## src/design/packed_max_register_file_top_defines.svh

```systemverilog
// Assertion macros for the packed maximum register file.
// Included by modules that carry concurrent checks; no other dependencies.
`ifndef PACKED_MAX_REGISTER_FILE_TOP_DEFINES_SVH
`define PACKED_MAX_REGISTER_FILE_TOP_DEFINES_SVH

`ifndef NO_ASSERTIONS
`define PMRF_ASSERT(label, clk, rst, prop, msg) \
   label: assert property (@(posedge clk) disable iff (rst) prop) else $error(msg);
`define PMRF_ASSERT_NEXT(label, clk, rst, ante, cons, msg) \
   label: assert property (@(posedge clk) disable iff (rst) (ante) |=> (cons)) else $error(msg);
`else
`define PMRF_ASSERT(label, clk, rst, prop, msg)
`define PMRF_ASSERT_NEXT(label, clk, rst, ante, cons, msg)
`endif

`endif

```

## src/design/pmrf_pkg.sv

```systemverilog
// Shared constants, operation codes and transaction types of the packed
// maximum register file. No dependencies.
package pmrf_pkg;

   localparam int NUM_REGISTERS = 1024;
   localparam int REG_BITS      = 5;
   localparam int REGS_PER_WORD = 6;
   localparam int WORD_BITS     = REG_BITS * REGS_PER_WORD;
   localparam int NUM_WORDS     = (NUM_REGISTERS + REGS_PER_WORD - 1) / REGS_PER_WORD;
   localparam int ADDR_BITS     = $clog2(NUM_WORDS);
   localparam int POS_BITS      = 10;
   localparam int WIDX_BITS     = 8;
   localparam int FUNC_BITS     = 3;
   localparam int SEL_BITS      = $clog2(REGS_PER_WORD);

   // floor(pos / 6) as (pos * 683) >> 12, exact over the full 10-bit position range
   localparam int DIV6_MULT     = 683;
   localparam int DIV6_SHIFT    = 12;
   localparam int PROD_BITS     = POS_BITS + 10;

   typedef enum logic [FUNC_BITS-1:0] {
      FUNC_READ_REG   = 3'd0,
      FUNC_WRITE_REG  = 3'd1,
      FUNC_UPDATE_MAX = 3'd2,
      FUNC_MERGE_WORD = 3'd3,
      FUNC_WRITE_WORD = 3'd4,
      FUNC_READ_WORD  = 3'd5
   } func_type;

   typedef struct packed {
      logic [FUNC_BITS-1:0] func;
      logic [POS_BITS-1:0]  position;
      logic [REG_BITS-1:0]  value;
      logic [WIDX_BITS-1:0] word_index;
      logic [WORD_BITS-1:0] word_data;
   } req_type;

   typedef struct packed {
      logic [REG_BITS-1:0]  reg_value;
      logic                 updated;
      logic [WORD_BITS-1:0] word_out;
      logic                 error;
   } rsp_type;

   typedef struct packed {
      func_type             func;
      logic [ADDR_BITS-1:0] addr;
      logic [SEL_BITS-1:0]  sel;
      logic [REG_BITS-1:0]  value;
      logic [WORD_BITS-1:0] word_data;
      logic                 error;
   } dec_type;

   typedef struct packed {
      logic                 en;
      logic [ADDR_BITS-1:0] addr;
      logic [WORD_BITS-1:0] data;
   } store_wr_type;

endpackage

```

## src/design/pmrf_decode.sv

```systemverilog
// Request decode: word address, field select and range check.
// Depends on pmrf_pkg.
module pmrf_decode (
   input  pmrf_pkg::req_type req,
   output pmrf_pkg::dec_type dec
);
   import pmrf_pkg::*;

   logic [PROD_BITS-1:0] prod;
   logic [ADDR_BITS-1:0] pos_word;
   logic [POS_BITS-1:0]  pos_rem;
   logic                 pos_ok;
   logic                 widx_ok;

   assign prod     = PROD_BITS'(req.position) * PROD_BITS'(DIV6_MULT);
   assign pos_word = prod[DIV6_SHIFT +: ADDR_BITS];
   assign pos_rem  = req.position - POS_BITS'(pos_word * REGS_PER_WORD);
   assign pos_ok   = 17'(req.position) < 17'(NUM_REGISTERS);
   assign widx_ok  = 9'(req.word_index) < 9'(NUM_WORDS);

   always_comb begin
      dec.func      = func_type'(req.func);
      dec.value     = req.value;
      dec.word_data = req.word_data;
      dec.sel       = pos_rem[SEL_BITS-1:0];
      dec.addr      = '0;
      dec.error     = 1'b0;
      case (req.func) inside
         FUNC_READ_REG, FUNC_WRITE_REG, FUNC_UPDATE_MAX: begin
            dec.error = !pos_ok;
            dec.addr  = pos_ok ? pos_word : '0;
         end
         FUNC_MERGE_WORD, FUNC_WRITE_WORD, FUNC_READ_WORD: begin
            dec.error = !widx_ok;
            dec.addr  = widx_ok ? ADDR_BITS'(req.word_index) : '0;
         end
         default: begin
            dec.error = 1'b0;
            dec.addr  = '0;
         end
      endcase
   end

endmodule

```

## config.mk

```make
export PLATFORM = sky130hd
export DESIGN_NAME = pmrf_decode
export DESIGN_NICKNAME = d
export VERILOG_FILES = /design/src/design/packed_max_register_file_top_defines.svh /design/src/design/pmrf_pkg.sv /design/src/design/pmrf_decode.sv
export SDC_FILE = /design/constraint.sdc
export NUM_CORES = 1
export LEC_CHECK = 0
export BUFFER_PORTS_ARGS = -buffer_cell sky130_fd_sc_hd__clkbuf_2
export CELL_PAD_IN_SITES_DETAIL_PLACEMENT = 1
export CELL_PAD_IN_SITES_GLOBAL_PLACEMENT = 1
export CORE_UTILIZATION = 36
export DETAILED_ROUTE_END_ITERATION = 10
export PLACE_DENSITY_LB_ADDON = 0.1
export SYNTH_ARGS = -nofsm -noshare
export SYNTH_HDL_FRONTEND = slang
export SYNTH_SLANG_ARGS = --single-unit
```

## constraint.sdc

```tcl
create_clock -name vclk -period 5.8
set_clock_uncertainty 0.2 [all_clocks]
set_input_delay 0 -clock vclk [all_inputs]
set_output_delay 0 -clock vclk [all_outputs]
set_load 0.03 [all_outputs]
```

Word level (Yosys, flattened, before mapping)
Cells that the tools add are included.
{"block": "totals", "in_bits": 56, "word_cells": 18, "out_inout_bits": 50, "register_bits": 0}
{"block": "classes", "n_reduce_logical": 4, "eq_ne": 5, "mux": 5, "order_cmp": 1, "add_sub_neg": 1, "mul": 2}
{"op": "$mux W8", "n": 3}
{"op": "$mul A10 B10 Y20 const B", "n": 1}
{"op": "$lt A8 B8 Y1 const B", "n": 1}
{"op": "$mul A8 B2 Y2 const B", "n": 1}
{"op": "$eq A3 B2 Y1 const B", "n": 2}
{"op": "$eq A3 B3 Y1 const B", "n": 2}
{"op": "$reduce_or A3 Y1", "n": 2}
{"op": "$eq A3 B1 Y1 const B", "n": 1}
{"op": "$logic_not A3 Y1", "n": 1}
{"op": "$sub A3 B3 Y3", "n": 1}
{"op": "$mux W1", "n": 2}
{"op": "$logic_not A1 Y1", "n": 1}

Logic depth before layout (Yosys ltp)
{"block": "logic_depth", "ltp_word": 4, "mapped_depth": 21, "ltp_nobuf": 21}

Least setup slack after synthesis
Ideal clock, no wire load.
{"block": "synth_path", "path_kind": "input port to output port", "startpoint": "input req[43] (netlist name)", "endpoint": "output dec[38] (netlist name)", "t_arrival_ns": 4.492, "required_ns": 5.600, "slack_ns": 1.108, "path_stages": 17, "path_buffers": 0, "path_cell_list": "ha_1 > ha_1 > fa_1 > inv_1 > fa_1 > fa_1 > inv_1 > ha_1 > a2111oi_0 > a31oi_1 > xnor2_1 > inv_1 > ha_1 > xor2_1 > xnor2_1 > xnor2_1 > xnor2_1"}
{"item": "from (decl)", "line_no": "pmrf_decode.sv:4", "rtl": "input pmrf_pkg::req_type req,"}
{"item": "to (decl)", "line_no": "pmrf_decode.sv:5", "rtl": "output pmrf_pkg::dec_type dec"}

==> results_dict.tcl <==
set metrics [dict create \
    final_cell_mix "61 x ha_1, 55 x inv_1, 36 x clkbuf_2" \
    first_global_vias 1877 \
    synth_cell_types 41 \
    finalWorstPathRequiredPeriod_ps 4970 \
    syn_nets 415 \
    synth_mux_area_share_pct 0.852 \
    antenna_found_initial 0 \
    netlist_area_sq_um 2350 \
    fin_tns_setup_ps 0 \
    critPathLaunch "req[45]" \
    power.density_nw_per_um2 425 \
    place.gp.congestion 0.795 \
    areaGrowthSynthToFinish_pct 13.8 \
    drive_gt1_share_pct 15.7 \
    cp.arrival_ps 4770 \
    synth_fa_ha_area_share_pct 51.2 \
    synth_compound_area_share_pct 14.4 \
    io_buffer_count 36 \
    endpoint_kind "output pin" \
    fin_nets 447 \
    worstMarginPinSlew_ps 562 \
    slew_headroom_pct 62.2 \
    hold_viol 0 \
    netlist_instances 276 \
    post-cts-setup-buffer-count 0 \
    ioPinCount 106 \
    drt-pass1-iter-count 4 \
    clkbuf_count 0 \
    crit_path_max_fanout 4 \
    power_mw 1.14 \
    cp-start-kind "input port" \
    postCtsHoldBufs 35 \
    fp.coreArea_sq_um 6310 \
    grt_overflow 0 \
    slew_violations 0 \
    rsz0062_at_grt "false" \
    dieHeight_um 82.8 \
    wirelength_mm 5.34 \
    num_antenna_cells 0 \
    seq_area_sq_um 0 \
    die-area_sq_um 6850 \
    cp-endpoint "dec[38]" \
    seq_cells 0 \
    synth_top_family_by_area "adder cells" \
    wire_per_inst_um 13.9 \
    synthSimpleGateAreaFrac_pct 7.83 \
    status "finished clean" \
    syn_area_per_cell_sq_um 8.51 \
    fp.dieW_um 82.8 \
    leakage_nw 1.47 \
    ant_nets 0 \
    synth_xor_area_share_pct 4.10 \
    cap_violations 0 \
    fin_crit_sh_pct 85.7 \
    dr.first_iter.drc_count 26 \
    final_common_cell "ha_1" \
    ctsResizeCount 0 \
    cp.required_ps 5600 \
    viasPerCell 4.98 \
    hpwl_mm 4.73 \
    min_path_type "input port to output pin" \
    vias 1907 \
    drc_errors 0 \
    fmax_mhz 201 \
    finalSetupViolations 0 \
    ys_warn_count 0 \
    ir_worst_vdd_mv 0.876 \
    num_rows 29 \
    yosysSeqAreaShare_pct 0 \
    start_util_pct 37.2 \
    post-route-util_pct 42.4 \
    grt_pass1_wl_mm 8.56 \
    grt_use_total_pct 16.2 \
    critPathKind "input port to output pin" \
    grt_max_degree 11 \
]
-- routing by layer --
| metal | wire, um | part of all wire, % | track usage [%] |
|---|---|---|---|
| met5 | 0 | 0 | 0 |
| met2 | 2540 | 48 | 29.5 |
| met3 | 247 | 4.6 | 0.437 |
| met4 | 0 | 0 | 0 |
| met1 | 2550 | 48 | 22.4 |
-- through the flow --
stage / std cells / cell area, sq um / hold slack [ps] / setup slack, ps
after floorplan: 276 / 2350 / -68.3 / 1110
after global placement: 348 / 2320 / -200 / 859
after detailed placement: 348 / 2320 / -200 / 791
after CTS: 383 / 2680 / 63.0 / 740
after global routing: 383 / 2680 / 65.4 / 492
final: 383 / 2680 / 62.1 / 828
-- cell usage after synthesis (2+ instances only) --
cell      count  area [sq um]
a31oi_1       2          12.5
ha_1         61           763
o21ai_0      12          60.1
fa_1         22           440
nand2_1      14          52.6
nor3b_1       2          15.0
o21ai_2       2          17.5
xnor2_1       7          61.3
o21ai_1       3          15.0
inv_1        55           206
nor2b_1       2          12.5
a21oi_1       9          45.0
buf_4        39           293
xor2_1        4          35.0
nor2_1        7          26.3
a21o_1        5          37.5
mux2i_1       2          20.0
nand3_1       3          15.0
nand2b_1      2          12.5
nand3b_1      2          15.0
-- where the power goes --
part	leakage [nW]	switching, mW	internal [mW]
Sequential	0	0	0
Combinational	1.47	0.701	0.437
Clock	0	0	0
Total	1.47	0.701	0.437
-- critical path: stages --
cell and delay, ps:
clkbuf_2 140, ha_1 340, ha_1 310, fa_1 510, inv_1 60, fa_1 510, fa_1 520, inv_1 50
ha_1 350, a2111oi_0 420, a31oi_1 160, xnor2_1 280, inv_1 80, ha_1 190, xor2_1 150, xnor2_1 180
xnor2_1 160, xnor2_1 140, clkbuf_2 230
-- cell type report --
cell class	count	area [sq um]
Fill cell	761	3640
Inverter	55	206
Multi-Input combinational cell	180	1840
Timing Repair Buffer	71	531
Tap cell	77	96.3
-- worst min-delay path by stage --
stage / from / end / slack [ps] / cells past startpoint
2_1_floorplan: req[9] / dec[10] / -70 / 1
3_5_place_dp: req[14] / dec[15] / -200 / 0
4_1_cts: req[53] / dec[47] / 60 / 2
5_1_grt: req[53] / dec[47] / 70 / 2
3_3_place_gp: req[14] / dec[15] / -200 / 0
6_report: req[53] / dec[47] / 60 / 2
-- cells by family (layout without fill, tap and decap cells) --
group                      after synthesis  in the layout
AOI/OAI and AO/OA                       47             47
muxes                                    2              2
xor gates and xnor gates                11             11
buffers and inverters                   96            126
adders and majority gates               83             83
and+or+nand+nor                         37             37
Note: power is estimated with default switching activity, not from simulation.
