[src/design/packed_max_register_file_top_defines.svh]
// Assertion macros for the packed maximum register file.
// Included by modules that carry concurrent checks; no other dependencies.
`ifndef PACKED_MAX_REGISTER_FILE_TOP_DEFINES_SVH
`define PACKED_MAX_REGISTER_FILE_TOP_DEFINES_SVH

`ifndef NO_ASSERTIONS
`define PMRF_ASSERT(label, clk, rst, prop, msg) \
   label: assert property (@(posedge clk) disable iff (rst) prop) else $error(msg);
`define PMRF_ASSERT_NEXT(label, clk, rst, ante, cons, msg) \
   label: assert property (@(posedge clk) disable iff (rst) (ante) |=> (cons)) else $error(msg);
`else
`define PMRF_ASSERT(label, clk, rst, prop, msg)
`define PMRF_ASSERT_NEXT(label, clk, rst, ante, cons, msg)
`endif

`endif

[src/design/pmrf_pkg.sv]
// Shared constants, operation codes and transaction types of the packed
// maximum register file. No dependencies.
package pmrf_pkg;

   localparam int NUM_REGISTERS = 1024;
   localparam int REG_BITS      = 5;
   localparam int REGS_PER_WORD = 6;
   localparam int WORD_BITS     = REG_BITS * REGS_PER_WORD;
   localparam int NUM_WORDS     = (NUM_REGISTERS + REGS_PER_WORD - 1) / REGS_PER_WORD;
   localparam int ADDR_BITS     = $clog2(NUM_WORDS);
   localparam int POS_BITS      = 10;
   localparam int WIDX_BITS     = 8;
   localparam int FUNC_BITS     = 3;
   localparam int SEL_BITS      = $clog2(REGS_PER_WORD);

   // floor(pos / 6) as (pos * 683) >> 12, exact over the full 10-bit position range
   localparam int DIV6_MULT     = 683;
   localparam int DIV6_SHIFT    = 12;
   localparam int PROD_BITS     = POS_BITS + 10;

   typedef enum logic [FUNC_BITS-1:0] {
      FUNC_READ_REG   = 3'd0,
      FUNC_WRITE_REG  = 3'd1,
      FUNC_UPDATE_MAX = 3'd2,
      FUNC_MERGE_WORD = 3'd3,
      FUNC_WRITE_WORD = 3'd4,
      FUNC_READ_WORD  = 3'd5
   } func_type;

   typedef struct packed {
      logic [FUNC_BITS-1:0] func;
      logic [POS_BITS-1:0]  position;
      logic [REG_BITS-1:0]  value;
      logic [WIDX_BITS-1:0] word_index;
      logic [WORD_BITS-1:0] word_data;
   } req_type;

   typedef struct packed {
      logic [REG_BITS-1:0]  reg_value;
      logic                 updated;
      logic [WORD_BITS-1:0] word_out;
      logic                 error;
   } rsp_type;

   typedef struct packed {
      func_type             func;
      logic [ADDR_BITS-1:0] addr;
      logic [SEL_BITS-1:0]  sel;
      logic [REG_BITS-1:0]  value;
      logic [WORD_BITS-1:0] word_data;
      logic                 error;
   } dec_type;

   typedef struct packed {
      logic                 en;
      logic [ADDR_BITS-1:0] addr;
      logic [WORD_BITS-1:0] data;
   } store_wr_type;

endpackage

[src/design/pmrf_modify.sv]
// Read-modify-write datapath: field select, update-if-greater and merge.
// Depends on pmrf_pkg.
module pmrf_modify (
   input  pmrf_pkg::dec_type                dec,
   input  logic [pmrf_pkg::WORD_BITS-1:0]   cur_word,
   output logic                             wr_en,
   output logic [pmrf_pkg::WORD_BITS-1:0]   new_word,
   output pmrf_pkg::rsp_type                rsp
);
   import pmrf_pkg::*;

   logic [REGS_PER_WORD-1:0][REG_BITS-1:0] cur_f;
   logic [REGS_PER_WORD-1:0][REG_BITS-1:0] data_f;
   logic [REGS_PER_WORD-1:0][REG_BITS-1:0] set_f;
   logic [REGS_PER_WORD-1:0][REG_BITS-1:0] max_f;
   logic [REG_BITS-1:0]                    field;

   assign cur_f  = cur_word;
   assign data_f = dec.word_data;
   assign field  = cur_f[dec.sel];

   always_comb begin
      set_f          = cur_f;
      set_f[dec.sel] = dec.value;
      for (int j = 0; j < REGS_PER_WORD; j++) begin
         max_f[j] = (cur_f[j] < data_f[j]) ? data_f[j] : cur_f[j];
      end
   end

   always_comb begin
      wr_en    = 1'b0;
      new_word = cur_word;
      rsp      = '0;
      if (dec.error) begin
         rsp.error = 1'b1;
      end else begin
         case (dec.func)
            FUNC_READ_REG: begin
               rsp.reg_value = field;
               rsp.word_out  = cur_word;
            end
            FUNC_WRITE_REG: begin
               wr_en         = 1'b1;
               new_word      = set_f;
               rsp.reg_value = dec.value;
               rsp.word_out  = set_f;
            end
            FUNC_UPDATE_MAX: begin
               if (field < dec.value) begin
                  wr_en         = 1'b1;
                  new_word      = set_f;
                  rsp.updated   = 1'b1;
                  rsp.reg_value = dec.value;
                  rsp.word_out  = set_f;
               end else begin
                  rsp.reg_value = field;
                  rsp.word_out  = cur_word;
               end
            end
            FUNC_MERGE_WORD: begin
               wr_en        = 1'b1;
               new_word     = max_f;
               rsp.word_out = max_f;
            end
            FUNC_WRITE_WORD: begin
               wr_en        = 1'b1;
               new_word     = dec.word_data;
               rsp.word_out = dec.word_data;
            end
            FUNC_READ_WORD: begin
               rsp.word_out = cur_word;
            end
            default: begin
               rsp = '0;
            end
         endcase
      end
   end

endmodule

[config.mk]
export PLATFORM = sky130hd
export DESIGN_NAME = pmrf_modify
export DESIGN_NICKNAME = d
export VERILOG_FILES = /design/src/design/packed_max_register_file_top_defines.svh /design/src/design/pmrf_pkg.sv /design/src/design/pmrf_modify.sv
export SDC_FILE = /design/constraint.sdc
export NUM_CORES = 1
export LEC_CHECK = 0
export ABC_AREA = 1
export BUFFER_PORTS_ARGS = -buffer_cell sky130_fd_sc_hd__buf_2
export CORE_MARGIN = 2
export CORE_UTILIZATION = 40
export DETAILED_ROUTE_END_ITERATION = 6
export PLACE_DENSITY = 0.68
export RECOVER_POWER = 100
export SETUP_SLACK_MARGIN = 0.02
export SLEW_MARGIN = 5
export SYNTH_ARGS = -nofsm -noshare
export SYNTH_HDL_FRONTEND = slang
export SYNTH_SLANG_ARGS = --single-unit
[constraint.sdc]
create_clock -name vclk -period 7.7
set_input_delay 0.77 -clock vclk [all_inputs]
set_output_delay 0.77 -clock vclk [all_outputs]
set_load 0.005 [all_outputs]
Word-level counts from Yosys, hierarchy flattened
Index checks and enable logic that the tools add are counted.
{"block": "classes", "mux": 23, "n_lt_le_gt_ge": 9, "n_reduce_logical": 4, "n_eq_ne": 5}
{"operator": "one-hot mux 30 bit (5 select lines)", "n": 1}
{"operator": "one-hot mux 30 bit (4 select lines)", "n": 1}
{"operator": "2-to-1 mux 30 bit", "n": 2}
{"operator": "2-to-1 mux 5 bit", "n": 9}
{"operator": "2-to-1 mux 36 bit", "n": 1}
{"operator": "less-than comparator 5 bit", "n": 7}
{"operator": "bitwise mux 30 bit", "n": 1}
{"operator": "binary-select mux 5 bit (select 3 bit)", "n": 1}
{"operator": "demux 5 bit (select 3 bit)", "n": 1}
{"operator": "one-hot mux 5 bit (3 select lines)", "n": 1}
{"operator": "equality test 3 x 2 -> 1 bit (second input constant)", "n": 2}
{"operator": "equality test 3 bit (second input constant)", "n": 2}
{"operator": "less-than comparator 3 x 4 -> 1 bit (second input constant)", "n": 1}
{"operator": "2-to-1 mux 1 bit", "n": 4}
{"operator": "equality test 3 x 1 -> 1 bit (second input constant)", "n": 1}
{"operator": "greater-or-equal comparator 3 x 1 -> 1 bit (second input constant)", "n": 1}
{"operator": "logical NOT 3 bit", "n": 1}
{"operator": "OR reduction 3 bit", "n": 1}
{"operator": "one-hot mux 1 bit (2 select lines)", "n": 1}
{"operator": "OR reduction 2 bit", "n": 1}
{"operator": "logical AND 1 bit", "n": 1}
{"block": "totals", "output_inout_bits": 68, "reg_bits": 0, "wordCells": 41}

Depth between registers and ports, before layout
Gate-level depths: netlist of the first run.
{"block": "logic_depth", "word_depth": 8, "depth_mapped": 18}

Worst setup path before layout of the first run
OpenSTA, ideal clock, no wires.
{"block": "synth_path", "path_type": "in2out", "startpoint": "input port dec[38] in the netlist's numbering", "endpoint": "output port rsp[16] in the netlist's numbering", "required_ns": 6.930, "arrival_ns": 2.889, "n_path_buf": 2, "setup_slack_ns": 4.041, "path_stages": 16, "path_cell_list": "inv_1 nor2_1 nand2_1 clkbuf_1 inv_1 a22oi_1 o211ai_1 ha_1 a21oi_1 o21a_1 clkbuf_1 nand3_1 nand3_1 nand3_1 nand2_1 inv_1"}
{"item": "start, declared", "line_no": "pmrf_modify.sv:4", "text": "input pmrf_pkg::dec_type dec,"}
{"item": "end, declared", "line_no": "pmrf_modify.sv:8", "text": "output pmrf_pkg::rsp_type rsp"}

==> metrics.md, run 1 <==
| Metric | Value |
|---|---|
| Outcome | `finished, violations left` |
| Failing checks | `capacitance limit, slew limit` |
| Clkbuf count | `0` |
| Worst Setup Path Type | `in2out` |
| Commonest cells post-synth | `nand2_1 (248), nand3_1 (116), inv_1 (115)` |
| Die X-Extent | `101 um` |
| RSZ-0062 raised after global routing | `false` |
| Fin Hold WS | `1880 ps` |
| Gate power share | `100.0%` |
| Die Y | `101 um` |
| Synth top area share | `24.6%` |
| Routability cong. | `0.961` |
| HPWL after DPL | `10.8 mm` |
| Congestion Overflow GR | `0` |
| Final ANT Viol Nets | `0` |
| FF+latch count | `0` |
| Total power | `0.304 mW` |
| I/O Pins | `148` |
| CP max stage cell | `clkbuf_1` |
| CP delay by family, top | `buffers and inverters` |
| Syn avg cell area | `4.66 um2` |
| Hold Path Origin | `cur_word[19]` |
| CTS resizes | `0` |
| Hold path depth | `4` |
| Count leader, synth | `nand2_1` |
| Cell area after layout | `0.00444 mm2` |
| Setup Total Neg Slack | `0 ps` |
| Max-cap violations | `1` |
| # DRC | `0` |
| CP bufs+invs | `3` |
| DR vias | `5,482` |
| Routed vias/inst | `5.33` |
| Fillers | `1,117` |
| First-pass GRT wire length | `23.4 mm` |
| Initial antenna violation count | `1` |
| Hold_buf cts | `0` |
| Number of global-route vias before repair | `4,700` |
| Clock power share | `0%` |
| Drt wl/cell | `14.1 um` |
| Nets | `1,027` |
| Rel. slew slack | `-0.435%` |
| Crit start category | `input port` |
| Largest net degree at the start of global routing | `51` |
| Pwr dens | `68.4 mW/mm2` |
| Internal | `0.103 mW` |
| Worst setup path start | `dec[37]` |
| GRT Total Usage | `27.7%` |
| FP Rows | `35` |
| Iter 0 DRT Violations | `515` |
| Multi-input gate area | `0.00315 mm2` |
| Placed cell area | `0.00449 mm2` |
| CP Capture Type | `output port` |
| Yosys top cell by area | `nand2_1` |
| Worst Tran Pin Value | `1510 ps` |
| WHS Endpoint | `new_word[19]` |
| Final setup fails | `0` |
| Final worst-path cycle share | `71.1%` |
| VDD IR max | `0.0390 mV` |
| Setup bufs post-CTS | `0` |
| Post-Synthesis Cell Area | `0.00378 mm2` |
| Leak | `2.71 nW` |
| PortBufs | `140` |
| WP data required | `6930 ps` |
| Distinct cell type count after synthesis | `27` |
| Syn Nets | `919` |
| Register Area | `0 um2` |
| Seq pwr share | `0%` |
| Slew Viols, Final | `31` |
| Initial core utilization | `41.1%` |
| Total of warnings raised by yosys | `0` |
| Core footprint | `0.00920 mm2` |
| Max Fanout on Critical Path | `31` |
| Pre-antenna DRT Iters | `5` |
| Layout cells sized above 1 | `13.0%` |
| Synth Instances | `811` |
| Min Tclk post-route | `5470 ps` |
| Area growth syn-to-layout | `17.6%` |
| Fin. Hold Viols | `0` |
| Top cells by area, synth | `nand2_1 (25%), nand3_1 (15%), inv_1 (11%)` |
| Critical-path cell list | `buf_2 > nor2_1 > nand2_1 > o22ai_1 > a21oi_1 > o211ai_1 > ha_1 > a21oi_1 > o21a_1 > clkbuf_1 > nand3_1 > nand2_1 > nand2_1 > a21oi_1 > clkbuf_1` |
| F_max | `0.183 GHz` |
| Sw frac | `66.0%` |
| Worst path max stage delay | `1090 ps` |
| CP Data Arrival Time | `4700 ps` |
| DIE AREA | `0.0102 mm2` |
| Switch Pwr | `0.201 mW` |
| Sequential area share after synthesis | `0%` |
| Final wirelength | `14.5 mm` |
| Worst hold-check path type | `in2out` |
## layer usage
layer  share of wire (%)  GRT usage, %
met1                  45          40.9
met2                  42          42.7
met3                  11          3.04
met4                 2.2          6.55
met5                   0             0
## metrics by stage
step                cells  utilization [%]  setup WS, ps
finish               1029             48.3          2230
global placement     1028             48.9          2950
detailed placement   1028             48.9          2930
CTS                  1028             48.9          2930
floorplan             811                -          4040
global route         1028             48.3          1910
## placed cells by master, fill, tap and decap left out
master / netlist / layout
o22ai_1: 12 / 12
a22oi_1: 10 / 10
ha_1: 28 / 28
nor3b_1: 2 / 2
nor2_4: 1 / 2
o211ai_1: 1 / 1
inv_1: 115 / 115
buf_4: 2 / 5
a21o_1: 1 / 1
o2111ai_1: 3 / 3
diode_2: 0 / 1
inv_2: 8 / 8
o21bai_1: 2 / 2
clkbuf_1: 17 / 38
nand2_1: 248 / 248
nand4_1: 25 / 25
o21a_1: 1 / 1
clkbuf_2: 0 / 5
a21oi_1: 41 / 41
o21ai_1: 6 / 6
o21ai_0: 43 / 43
o21ai_2: 1 / 1
nor3_2: 1 / 1
nor3_1: 9 / 9
or2_1: 1 / 1
nand3_1: 116 / 116
nor2_1: 96 / 95
buf_1: 4 / 1
buf_2: 17 / 97
## worst max-delay path by stage
stage	to	slack, ps	cells past startpoint
2_1_floorplan	rsp[16]	4040	16
3_3_place_gp	rsp[36]	2950	15
3_5_place_dp	rsp[34]	2930	16
4_1_cts	rsp[34]	2930	16
5_1_grt	rsp[36]	1910	16
6_report	rsp[36]	2230	15
## layout make-up
cell class	instances	area share (%)
Multi-Input combinational cell	648	70.8
Timing Repair Buffer	146	15.6
Inverter	123	10.4
Tap cell	111	3.12
Antenna cell	1	0.0563
## logic make-up after synthesis
family / count (synthesis) / synth area share, %
fa+ha+maj: 28 / 9.27
simple gates: 499 / 56.0
buf+inv: 163 / 16.9
compound gates: 121 / 17.8
## power groups by stage
stage	logic, mW	registers [mW]	clock network, mW
global placement	0.301	0	0
finish	0.304	0	0.0000000174
global route	0.346	0	0
floorplan	0.195	0	0
CTS	0.304	0	0
detailed placement	0.303	0	0
Power figures use the tool's default switching activity.
==> run 2, diff against run 1 <==
--- a/config.mk
+++ b/config.mk
@@ -5,12 +5,12 @@
 export SDC_FILE = /design/constraint.sdc
 export NUM_CORES = 1
 export LEC_CHECK = 0
-export ABC_AREA = 1
+export ABC_AREA = 0
 export BUFFER_PORTS_ARGS = -buffer_cell sky130_fd_sc_hd__buf_2
 export CORE_MARGIN = 2
 export CORE_UTILIZATION = 40
 export DETAILED_ROUTE_END_ITERATION = 6
-export PLACE_DENSITY = 0.68
+export PLACE_DENSITY = 0.73
 export RECOVER_POWER = 100
 export SETUP_SLACK_MARGIN = 0.02
 export SLEW_MARGIN = 5
==> constraint.sdc (replaced) <==
create_clock -name vclk -period 5.6
set_input_delay 0.56 -clock vclk [all_inputs]
set_output_delay 0.56 -clock vclk [all_outputs]
set_load 0.005 [all_outputs]
==> metrics.md, run 2 <==
| Metric | Value |
|---|---|
| FF+latch count | `0 (unchanged)` |
| Final setup fails | `0 (unchanged)` |
| Routability cong. | `0.971 (was 0.961)` |
| Clkbuf count | `0 (unchanged)` |
| # placed instances | `630 (was 1,028)` |
| Most frequent cells in the layout | `buf_2 (91), nand2_1 (64), inv_1 (41), clkbuf_1 (41) (was nand2_1 (248), nand3_1 (116), inv_1 (115), buf_2 (97), nor2_1 (95))` |
| Pre-antenna DRT Iters | `5 (unchanged)` |
| Leak | `1.67 nW (was 2.71 nW)` |
| Multi-input gate area | `0.00248 mm2 (was 0.00315 mm2)` |
| Post-Synthesis Cell Area | `0.00278 mm2 (was 0.00378 mm2)` |
| Synth Instances | `435 (was 811)` |
| Die Y | `87.3 um (was 101 um)` |
| Outcome | `finished, final reports clean (was finished, violations left)` |
| Commonest non-fill, non-tap cell in the layout | `buf_2 (was nand2_1)` |
| Initial antenna violation count | `0 (was 1)` |
| CTS resizes | `0 (unchanged)` |
| Final ANT Viol Nets | `0 (unchanged)` |
| DIE AREA | `0.00762 mm2 (was 0.0102 mm2)` |
| FP Rows | `30 (was 35)` |
| # DRC | `0 (unchanged)` |
| Iter 0 DRT Violations | `326 (was 515)` |
| Min Tclk post-route | `4850 ps` |
| VDD IR max | `0.0474 mV (was 0.0390 mV)` |
| Final worst-path cycle share | `86.6%` |
| Initial core utilization | `41.1% (about the same)` |
| Slew Viols, Final | `0 (was 31)` |
| Fillers | `724 (was 1,117)` |
| WP data required | `5040 ps (was 6930 ps)` |
| Area growth syn-to-layout | `22.0% (was 17.6%)` |
| Total power | `0.292 mW (was 0.304 mW)` |
| Hold Path Origin | `dec[0] (was cur_word[19])` |
| F_max | `0.206 GHz` |
| Max-cap violations | `0 (was 1)` |
| Largest net degree at the start of global routing | `29 (was 51)` |
| Crit start category | `input port (unchanged)` |
| Distinct cell type count after synthesis | `61 (was 27)` |
| Sequential area share after synthesis | `0% (unchanged)` |
| Post-Place Setup Slack | `1090 ps (was 2930 ps)` |
| CP Data Arrival Time | `4290 ps (was 4700 ps)` |
| Fin cells | `630 (was 1,029)` |
| RSZ-0062 raised after global routing | `false (unchanged)` |
| Setup Total Neg Slack | `0 ps (unchanged)` |
| Syn avg cell area | `6.38 um2 (was 4.66 um2)` |
| Worst setup path start | `dec[37] (unchanged)` |
| Commonest cells post-synth | `nand2_1 (64), inv_1 (41), a21oi_1 (39) (was nand2_1 (248), nand3_1 (116), inv_1 (115))` |
| Worst hold-check path type | `in2out (unchanged)` |
| Rel. slew slack | `15.9% (was -0.435%)` |
| Worst Setup Path Type | `in2out (unchanged)` |
| Setup bufs post-CTS | `0 (unchanged)` |
| HPWL after DPL | `8.89 mm (was 10.8 mm)` |
| Nets | `660 (was 1,027)` |
| Layout cells sized above 1 | `19.5% (was 13.0%)` |
| CP Capture Type | `output port (unchanged)` |
| Congestion Overflow GR | `0 (unchanged)` |
| Register Area | `0 um2 (unchanged)` |
| GRT Total Usage | `27.0% (was 27.7%)` |
| First-pass GRT wire length | `16.6 mm (was 23.4 mm)` |
| Core footprint | `0.00676 mm2 (was 0.00920 mm2)` |
| Diodes inserted | `0 (was 1)` |
| Routed vias/inst | `6.23 (was 5.33)` |
| Yosys top cell by area | `ha_1 (was nand2_1)` |
| Syn Nets | `543 (was 919)` |
| Top cells by area, synth | `ha_1 (13%), nand2_1 (8.7%), a21oi_1 (7.0%) (was nand2_1 (25%), nand3_1 (15%), inv_1 (11%))` |
| Hold_buf cts | `0 (unchanged)` |
| Worst Tran Pin Value | `1260 ps (was 1510 ps)` |
| Final wirelength | `11.3 mm (was 14.5 mm)` |
| Final Util | `50.1% (was 48.3%)` |
| PortBufs | `140 (unchanged)` |
| Drt wl/cell | `18.0 um (was 14.1 um)` |
| Die X-Extent | `87.3 um (was 101 um)` |
| Max Fanout on Critical Path | `28 (was 31)` |
| DR vias | `3,926 (was 5,482)` |
| Count leader, synth | `nand2_1 (unchanged)` |
| Pwr dens | `86.1 mW/mm2 (was 68.4 mW/mm2)` |
| Number of global-route vias before repair | `3,424 (was 4,700)` |
| Fin. Hold Viols | `0 (unchanged)` |
| I/O Pins | `148 (unchanged)` |
| Setup WS post-layout | `751 ps (was 2230 ps)` |
| Total of warnings raised by yosys | `0 (unchanged)` |
| Synth top area share | `12.6% (was 24.6%)` |
run 2: cell types whose count changed in the layout (fill, tap and decap cells not counted), moves of 11 or more:
cell and delta:
a21o_1 +23, inv_1 -74, nand2_1 -184, nand3_1 -106
nand4_1 -25, nor2_1 -77, o221ai_1 +13, o22ai_1 -11
run 2: area by class of cell:
class | count | area share, %
multi-input cells | 368 | 73.2
well taps | 80 | 2.96
repair buffers | 141 | 19.3
inverters | 41 | 4.54
run 2: final timing paths:
kind / slack (ps) / cells after the start / to
max: 750 / 12 / new_word[13]
min: 1390 / 2 / rsp[0]
run 2: stage by stage:
step	instance area [um2]	hold WS, ps
after CTS	3450	1370
after global placement	3450	1360
after global routing	3390	1410
final	3390	1390
after floorplan	2780	1200
after detailed placement	3450	1360
run 2: routing by layer:
| layer | routed length, um | global-route usage, % |
|---|---|---|
| met5 | 0 | 0 |
| met4 | 200 | 4.20 |
| met3 | 1100 | 2.75 |
| met2 | 5340 | 47.4 |
| met1 | 4710 | 36.2 |
run 2: worst max-delay path: stages:
cell      delay (ps)
clkbuf_1         430
nor2b_1          570
a211oi_1         210
a21oi_1          220
ha_1             280
a211oi_1         270
o211ai_1         210
a21o_1           290
nor2_4           540
a21oi_1          270
o221ai_1         270
clkbuf_1         150
run 2: where the power goes:
part	internal [mW]	leakage (nW)	switching, mW	total (mW)
Combinational	0.113	1.67	0.179	0.292
Clock	0	0	0	0
Sequential	0	0	0	0
Total	0.113	1.67	0.179	0.292
run 2: cell families after synthesis:
kind of cell,after synthesis,share of synthesized area (%)
muxes,11,4.24
and+or+nand+nor,127,21.4
buffers and inverters,67,10.2
xor gates and xnor gates,1,0.316
adders and majority gates,28,12.6
AOI/OAI and AO/OA,201,51.2
